`src/bce_pkg.sv`:
```
`default_nettype none

package bce_pkg;

    localparam int TABLE_POINTS = 21;
    localparam int IDX_W        = $clog2(TABLE_POINTS);
    localparam int DIV_BITS     = 16;
    localparam int CNT_W        = $clog2(DIV_BITS);

    localparam logic [16:0] OLD_WEIGHT  = 17'd64553;
    localparam logic [16:0] NEW_WEIGHT  = 17'd983;
    localparam logic [9:0]  CHARGE_FULL = 10'd1000;
    localparam logic [9:0]  CHARGE_NONE = 10'd0;
    localparam logic [3:0]  CELLS_RESET = 4'd4;

    // descending cell voltage (mV) and matching charge (per mille)
    localparam logic [15:0] TABLE_MV [TABLE_POINTS] = '{
        16'd4200, 16'd4150, 16'd4110, 16'd4080, 16'd4020, 16'd3980, 16'd3950,
        16'd3910, 16'd3870, 16'd3850, 16'd3840, 16'd3820, 16'd3800, 16'd3790,
        16'd3770, 16'd3750, 16'd3730, 16'd3710, 16'd3690, 16'd3610, 16'd3270
    };
    localparam logic [9:0] TABLE_PM [TABLE_POINTS] = '{
        10'd1000, 10'd950, 10'd900, 10'd850, 10'd800, 10'd750, 10'd700,
        10'd650,  10'd600, 10'd550, 10'd500, 10'd450, 10'd400, 10'd350,
        10'd300,  10'd250, 10'd200, 10'd150, 10'd100, 10'd50,  10'd0
    };

    typedef enum logic [0:0] {
        ALU_MUL,
        ALU_SUB
    } t_alu_op;

    typedef struct packed {
        t_alu_op     op;
        logic [31:0] a;
        logic [31:0] b;
    } t_alu_req;

    typedef struct packed {
        logic [48:0] res;
        logic        borrow;
    } t_alu_rsp;

    typedef enum logic [3:0] {
        ST_IDLE,
        ST_MUL_OLD,
        ST_MUL_NEW,
        ST_DIV_INIT,
        ST_DIV,
        ST_CHK_TOP,
        ST_CHK_BOT,
        ST_WALK,
        ST_MUL_SPAN,
        ST_FIN
    } t_state;

endpackage

`default_nettype wire

```
`src/bce_alu.sv`:
```
`default_nettype none

module bce_alu
    import bce_pkg::*;
(
    input  wire t_alu_req i_req,
    output t_alu_rsp      o_rsp
);

    logic [32:0] diff;

    assign diff = {1'b0, i_req.a} - {1'b0, i_req.b};

    always_comb begin
        case (i_req.op)
            ALU_MUL: begin
                o_rsp.res    = {17'd0, i_req.a} * {32'd0, i_req.b[16:0]};
                o_rsp.borrow = 1'b0;
            end
            ALU_SUB: begin
                o_rsp.res    = {17'd0, diff[31:0]};
                o_rsp.borrow = diff[32];
            end
            default: begin
                o_rsp.res    = '0;
                o_rsp.borrow = 1'b0;
            end
        endcase
    end

endmodule

`default_nettype wire

```
`src/battery_charge_estimator_core.sv`:
```
`default_nettype none
// Each sample runs as a sequence of states on one shared ALU: the filter multiplies (skipped
// for the first sample, which loads the filter), a restoring divide of the filtered pack
// voltage by the cell count, the top and bottom clamp checks and, when interpolating, the
// table walk, a span multiply and a second restoring divide.
// Throughput: next beat is taken after a result is queued.
// Reset (synchronous, active low): filter empty, cell count 4, no result pending.

module battery_charge_estimator_core
    import bce_pkg::*;
(
    input  wire         i_clk,
    input  wire         i_rst_n,
    input  wire         i_cfg_valid,
    output logic        o_cfg_ready,
    input  wire  [3:0]  i_cfg_data,
    input  wire         s_axis_tvalid,
    output logic        s_axis_tready,
    input  wire  [15:0] s_axis_tdata,   // [15:0] sample_mv
    output logic        m_axis_tvalid,
    input  wire         m_axis_tready,
    output logic [47:0] m_axis_tdata    // [15:0] filtered_mv, [31:16] cell_mv,
                                        // [41:32] charge_permille, [47:42] zero
);

    t_state          r_state, n_state;
    logic            r_loaded, n_loaded;
    logic [3:0]      r_cells;
    logic [31:0]     r_avg, n_avg;
    logic [48:0]     r_acc, n_acc;
    logic [15:0]     r_samp, n_samp;
    logic [15:0]     r_dvd, n_dvd;
    logic [15:0]     r_dvs, n_dvs;
    logic [15:0]     r_rem, n_rem;
    logic [CNT_W-1:0] r_cnt, n_cnt;
    logic            r_phase, n_phase;
    logic [15:0]     r_cell, n_cell;
    logic [15:0]     r_diff, n_diff;
    logic [IDX_W-1:0] r_idx, n_idx;
    logic [9:0]      r_charge, n_charge;
    logic            r_m_valid, n_m_valid;
    logic [15:0]     r_out_filt, n_out_filt;
    logic [15:0]     r_out_cell, n_out_cell;
    logic [9:0]      r_out_charge, n_out_charge;

    t_alu_req        alu_req;
    t_alu_rsp        alu_rsp;
    logic [16:0]     trial;
    logic [15:0]     q_next;
    logic [16:0]     pm_sum;
    logic [48:0]     mix_sum;

    bce_alu u_alu (
        .i_req (alu_req),
        .o_rsp (alu_rsp)
    );

    assign o_cfg_ready   = 1'b1;
    assign s_axis_tready = (r_state == ST_IDLE);
    assign m_axis_tvalid = r_m_valid;
    assign m_axis_tdata  = {6'd0, r_out_charge, r_out_cell, r_out_filt};

    assign trial   = {r_rem, r_dvd[DIV_BITS-1]};
    assign q_next  = {r_dvd[DIV_BITS-2:0], ~alu_rsp.borrow};
    assign pm_sum  = {7'd0, TABLE_PM[r_idx]} + {1'b0, q_next};
    assign mix_sum = r_acc + {alu_rsp.res[32:0], 16'd0};

    always_ff @(posedge i_clk) begin
        if (!i_rst_n) begin
            r_state   <= ST_IDLE;
            r_loaded  <= 1'b0;
            r_cells   <= CELLS_RESET;
            r_avg     <= '0;
            r_m_valid <= 1'b0;
        end else begin
            r_state   <= n_state;
            r_loaded  <= n_loaded;
            r_avg     <= n_avg;
            r_m_valid <= n_m_valid;
            if (i_cfg_valid) begin
                r_cells <= i_cfg_data;
            end
        end
    end

    always_ff @(posedge i_clk) begin
        r_acc        <= n_acc;
        r_samp       <= n_samp;
        r_dvd        <= n_dvd;
        r_dvs        <= n_dvs;
        r_rem        <= n_rem;
        r_cnt        <= n_cnt;
        r_phase      <= n_phase;
        r_cell       <= n_cell;
        r_diff       <= n_diff;
        r_idx        <= n_idx;
        r_charge     <= n_charge;
        r_out_filt   <= n_out_filt;
        r_out_cell   <= n_out_cell;
        r_out_charge <= n_out_charge;
    end

    always_comb begin
        n_state      = r_state;
        n_loaded     = r_loaded;
        n_avg        = r_avg;
        n_acc        = r_acc;
        n_samp       = r_samp;
        n_dvd        = r_dvd;
        n_dvs        = r_dvs;
        n_rem        = r_rem;
        n_cnt        = r_cnt;
        n_phase      = r_phase;
        n_cell       = r_cell;
        n_diff       = r_diff;
        n_idx        = r_idx;
        n_charge     = r_charge;
        n_out_filt   = r_out_filt;
        n_out_cell   = r_out_cell;
        n_out_charge = r_out_charge;
        n_m_valid    = r_m_valid;
        alu_req.op   = ALU_SUB;
        alu_req.a    = '0;
        alu_req.b    = '0;

        if (r_m_valid && m_axis_tready) begin
            n_m_valid = 1'b0;
        end

        case (r_state)
            ST_IDLE: begin
                if (s_axis_tvalid) begin
                    n_samp = s_axis_tdata;
                    if (!r_loaded) begin
                        n_avg    = {s_axis_tdata, 16'd0};
                        n_loaded = 1'b1;
                        n_state  = ST_DIV_INIT;
                    end else begin
                        n_state = ST_MUL_OLD;
                    end
                end
            end
            ST_MUL_OLD: begin
                alu_req.op = ALU_MUL;
                alu_req.a  = r_avg;
                alu_req.b  = {15'd0, OLD_WEIGHT};
                n_acc      = alu_rsp.res;
                n_state    = ST_MUL_NEW;
            end
            ST_MUL_NEW: begin
                alu_req.op = ALU_MUL;
                alu_req.a  = {16'd0, r_samp};
                alu_req.b  = {15'd0, NEW_WEIGHT};
                n_avg      = mix_sum[47:16];
                n_state    = ST_DIV_INIT;
            end
            ST_DIV_INIT: begin
                n_dvd   = r_avg[31:16];
                n_dvs   = (r_cells == 4'd0) ? 16'd1 : {12'd0, r_cells};
                n_rem   = '0;
                n_cnt   = '0;
                n_phase = 1'b0;
                n_state = ST_DIV;
            end
            ST_DIV: begin
                // one restoring step per cycle
                alu_req.op = ALU_SUB;
                alu_req.a  = {15'd0, trial};
                alu_req.b  = {16'd0, r_dvs};
                n_rem      = alu_rsp.borrow ? trial[15:0] : alu_rsp.res[15:0];
                n_dvd      = q_next;
                n_cnt      = r_cnt + 1'b1;
                if (r_cnt == CNT_W'(DIV_BITS - 1)) begin
                    if (!r_phase) begin
                        n_cell  = q_next;
                        n_state = ST_CHK_TOP;
                    end else begin
                        n_charge = (pm_sum > {7'd0, CHARGE_FULL}) ? CHARGE_FULL : pm_sum[9:0];
                        n_state  = ST_FIN;
                    end
                end
            end
            ST_CHK_TOP: begin
                alu_req.op = ALU_SUB;
                alu_req.a  = {16'd0, r_cell};
                alu_req.b  = {16'd0, TABLE_MV[0]};
                if (!alu_rsp.borrow) begin
                    n_charge = CHARGE_FULL;
                    n_state  = ST_FIN;
                end else begin
                    n_state = ST_CHK_BOT;
                end
            end
            ST_CHK_BOT: begin
                alu_req.op = ALU_SUB;
                alu_req.a  = {16'd0, TABLE_MV[TABLE_POINTS-1]};
                alu_req.b  = {16'd0, r_cell};
                if (!alu_rsp.borrow) begin
                    n_charge = CHARGE_NONE;
                    n_state  = ST_FIN;
                end else begin
                    n_idx   = IDX_W'(1);
                    n_state = ST_WALK;
                end
            end
            ST_WALK: begin
                // stops at the first point at or below the cell voltage
                alu_req.op = ALU_SUB;
                alu_req.a  = {16'd0, r_cell};
                alu_req.b  = {16'd0, TABLE_MV[r_idx]};
                if (!alu_rsp.borrow) begin
                    n_diff  = alu_rsp.res[15:0];
                    n_state = ST_MUL_SPAN;
                end else begin
                    n_idx = r_idx + 1'b1;
                end
            end
            ST_MUL_SPAN: begin
                alu_req.op = ALU_MUL;
                alu_req.a  = {16'd0, r_diff};
                alu_req.b  = {22'd0, TABLE_PM[r_idx - 1'b1] - TABLE_PM[r_idx]};
                n_dvd      = alu_rsp.res[15:0];
                n_dvs      = TABLE_MV[r_idx - 1'b1] - TABLE_MV[r_idx];
                n_rem      = '0;
                n_cnt      = '0;
                n_phase    = 1'b1;
                n_state    = ST_DIV;
            end
            ST_FIN: begin
                if (!r_m_valid || m_axis_tready) begin
                    n_out_filt   = r_avg[31:16];
                    n_out_cell   = r_cell;
                    n_out_charge = r_charge;
                    n_m_valid    = 1'b1;
                    n_state      = ST_IDLE;
                end
            end
            default: begin
                n_state = ST_IDLE;
            end
        endcase
    end

endmodule

`default_nettype wire

```
`config.mk`:
```
export PLATFORM = sky130hd
export DESIGN_NAME = battery_charge_estimator_core
export DESIGN_NICKNAME = d
export VERILOG_FILES = /design/src/bce_pkg.sv /design/src/bce_alu.sv /design/src/battery_charge_estimator_core.sv
export SDC_FILE = /design/constraint.sdc
export NUM_CORES = 2
export LEC_CHECK = 0
export ABC_AREA = 1
export BUFFER_PORTS_ARGS = -buffer_cell sky130_fd_sc_hd__buf_2
export CAP_MARGIN = 20
export CORE_MARGIN = 2
export CORE_UTILIZATION = 59
export DETAILED_ROUTE_END_ITERATION = 10
export GPL_TIMING_DRIVEN = 0
export MAX_ROUTING_LAYER = met4
export PLACE_DENSITY = 0.76
export SYNTH_ARGS = -nofsm -noshare
export SYNTH_HDL_FRONTEND = slang
export SYNTH_SLANG_ARGS = --single-unit
```
`constraint.sdc`:
```
create_clock -name i_clk -period 16.8 [get_ports i_clk]
set_input_delay 2.52 -clock i_clk [delete_from_list [all_inputs] [get_ports i_clk]]
set_output_delay 2.52 -clock i_clk [all_outputs]
set_load 0.02 [all_outputs]
```
==> reports/summary.md <==
Post-synthesis area per instance: 8.111 sq um. The endpoint required time on the critical path came out at 17.20 ns. The critical path start-end classification was reg -> reg.

Setup repair after global routing left no endpoint under its margin. Clock-pin slew was measured on the worst setup and hold paths at 0.07 ns. Port buffering added 68 buffers. Hold path endpoint: r_out_charge[3].

Dividing the final minimum period by the clock period gives 74.97%. The cell type with the highest occurrence count on the critical path is sky130_fd_sc_hd__nand2_1. The proportion of layout cells with a drive suffix above 1 came out at 5.891%. The logs give 4,533 for the count of filler cells inserted in the layout and 4,663 for the total placed cells including tap cells. Along the worst path, the maximum fanout reaches 11. The tools report the number of nets in the layout as 4,705. Leaving out fill and tap cells, the most frequent cells in the layout are sky130_fd_sc_hd__inv_1, sky130_fd_sc_hd__nand2_1, sky130_fd_sc_hd__nor2_1.

The maximum single-stage delay on the critical path is 0.52 ns. The worst setup path is captured at a register. Largest net degree at the start of global routing: 42.

In this run the critical register-to-register path is captured at r_avg[31]. The worst pin sits at a relative slew slack of 28.43%. The detailed-router iteration count before antenna repair is 8, and the minimum clock period after layout is 12.59 ns.

The growth of design area from synthesis to finish is 7.770%, and the area enclosed by the die boundary is 54,110 sq um. Hold repair after CTS inserted 0 buffers. The hold violation count in the final report is 0, and the worst clock skew is 0.02578 ns. Counting flops with a built-in enable in the synthesized netlist gives 190. The slowest cell on the critical path was sky130_fd_sc_hd__fa_1.

For the pin with the worst max-slew slack, the measured transition is 1.068 ns. The placer congestion estimate is 1.045, and the data arrival time of the critical path is 12.99 ns. In this run the standard cell core region covers 51,510 sq um. Setup total negative slack on the finished layout was measured at 0 ns. The library cell used most frequently in the layout, excluding fill and tap cells, is sky130_fd_sc_hd__inv_1. The clock passes through at most 3 buffers.

The kind of cell with the highest combined delay along the critical path is adder cells. The primary flip-flop cell chosen by synthesis mapping was sky130_fd_sc_hd__edfxtp_1. Along the worst hold path, the cell count comes to 0. The flop-to-flop setup slack is 4.21 ns, and the proportion of synthesized chip area in sequential cells is 21.23%.

The number of different library cells used by synthesis comes to 64. CTS placed an instance of sky130_fd_sc_hd__clkbuf_16 at the clock tree root. In the final routed layout, each cell accounts on average for 19.90 um. Total setup buffers inserted after CTS: 0. The initial cell density of the core is 59.87%, and the synthesized cell area is 30,840 sq um. Hold is met by 0.4184 ns.

The number of max-slew violations in the final report was 0; the residual overflow from global routing was 0. For the worst flop-to-flop path, the logic depth is 61. The number of H-tree levels is 1, and the remaining antenna violation count is 0. For the non-filler instance count after layout, the log shows 4,706. The top-level port count is 76.

The via-per-instance ratio is 5.630. The start point of the worst hold path was r_charge[3]. The run finished with clean final reports.

Initial antenna violation count: 3. Count of endpoints failing setup in the final report: 0. STA classifies the critical path startpoint as a register. The clock drives 232 sinks. The multi-input combinational cells in the finished layout cover a total of 20,730 sq um.

The tools report the via count of the first global-routing pass as 25,690. First-pass GRT wire length: 146,400 um. The die width was 232.6 um. The total number of placement rows came out at 83.

Detailed routing inserted a total of 26,500 vias. Post-detailed-placement half-perimeter wirelength: 77,390 um. The class of the worst hold path was reg -> reg. TritonCTS built the clock tree. The violation count after the first detailed-routing iteration was 3,213; the total of warnings raised by yosys was 0.

The worst register-to-register path begins at r_idx[0]. The CTS buffer count is 22. The clock latency of the later-clocked register in the worst-skew pair is 0.55 ns, and the residual DRC count is 0. Max-cap violations in this run came to 0. The routed design has 93,640 um of wire. Synthesis-stage register bit count: 232.

After synthesis, the share of flip-flops with an asynchronous set or reset is 0%. In the global route stage, overall resource usage came out at 36.81%. The cell count after synthesis came out at 3,802. The number of cells upsized or downsized after cts came out at 0.

The die height came out at 232.6 um. The buffering stage count on the worst path with inverters included works out to 15. The run gives 6546 sq um as the area taken by flip-flops and latches. For the maximum clock frequency, the log shows 79.40 MHz.
-- how the worst max path moves through the flow --
stage | from | to | cells past startpoint | slack, ns
final | r_idx[0] | r_avg[31] | 61 | 4.21
after global routing | r_idx[0] | r_avg[31] | 61 | 3.42
after CTS | r_idx[0] | r_avg[31] | 61 | 4.55
after detailed placement | r_idx[0] | r_avg[31] | 61 | 4.60
after global placement | r_idx[0] | r_avg[31] | 61 | 4.53
after floorplan | r_idx[0] | r_avg[31] | 61 | 7.04
-- per-layer routing --
metal | up-vias | routed length [um] | global-route usage [%]
met3 | 202 | 10200 | 6.189
met1 | 12750 | 37280 | 50.45
met5 | - | 0 | -
li1 | 12070 | - | -
met4 | 0 | 3404 | 10.89
met2 | 1469 | 42750 | 56.60
-- cell usage after synthesis, drive strengths merged (9+ instances only) --
| master | count | area share (%) |
|---|---|---|
| o21bai | 17 | 0.41 |
| nand3 | 93 | 1.5 |
| nor4 | 12 | 0.36 |
| inv | 916 | 11 |
| nor3 | 24 | 0.41 |
| o21ai | 183 | 3.0 |
| clkinv | 14 | 0.17 |
| a21oi | 236 | 3.8 |
| ha | 249 | 10 |
| edfxtp | 190 | 19 |
| nand2 | 623 | 7.6 |
| nand4 | 10 | 0.20 |
| and2 | 12 | 0.24 |
| or2 | 20 | 0.41 |
| o211ai | 16 | 0.39 |
| fa | 424 | 28 |
| nor2 | 467 | 5.8 |
| clkbuf | 29 | 0.36 |
| xnor2 | 9 | 0.26 |
| a221oi | 20 | 0.59 |
| dfxtp | 42 | 2.7 |
| buf | 72 | 1.3 |
| a31oi | 17 | 0.34 |
| o221ai | 15 | 0.43 |
| xor2 | 26 | 0.74 |
-- state kept, by name (all words and copies together) (netlist names), 16 cells and up --
name        flops
r_acc          32
r_avg          32
r_cell         16
r_diff         16
r_dvd          16
r_dvs          16
r_out_cell     16
r_out_filt     16
r_rem          16
r_samp         16
-- layout make-up --
type	instances	area share (%)
tap	680	2.560
timing repair buffer	71	1.175
inverter	930	10.51
multi-input combinational	2649	62.36
antenna	3	0.02259
clock inverter	14	0.3765
buffer	101	1.506
clock buffer	26	1.792
sequential	232	19.70
-- logic make-up (layout without fill, tap and decap cells) --
logic type,after synthesis,in the layout,synth area share [%]
fa+ha+maj,673,673,37.63
simple gates,1264,1264,16.61
xor+xnor,35,35,0.9941
compound gates,565,565,10.57
other cells,2,115,0.02435
buf+inv,1031,1142,12.95
flops,232,232,21.23
-- through the flow --
stage	instance area (sq um)	worst slack, ns	util (%)
floorplan	31250	7.036	-
global placement	32440	4.529	62.98
detailed placement	32510	4.604	63.11
CTS	33230	4.551	64.51
global route	33230	3.422	64.52
finish	33230	4.205	64.52
Power is left out: the tool's default activity adds up to more than one toggle a clock period on the data nets, which glitch-free logic cannot reach.
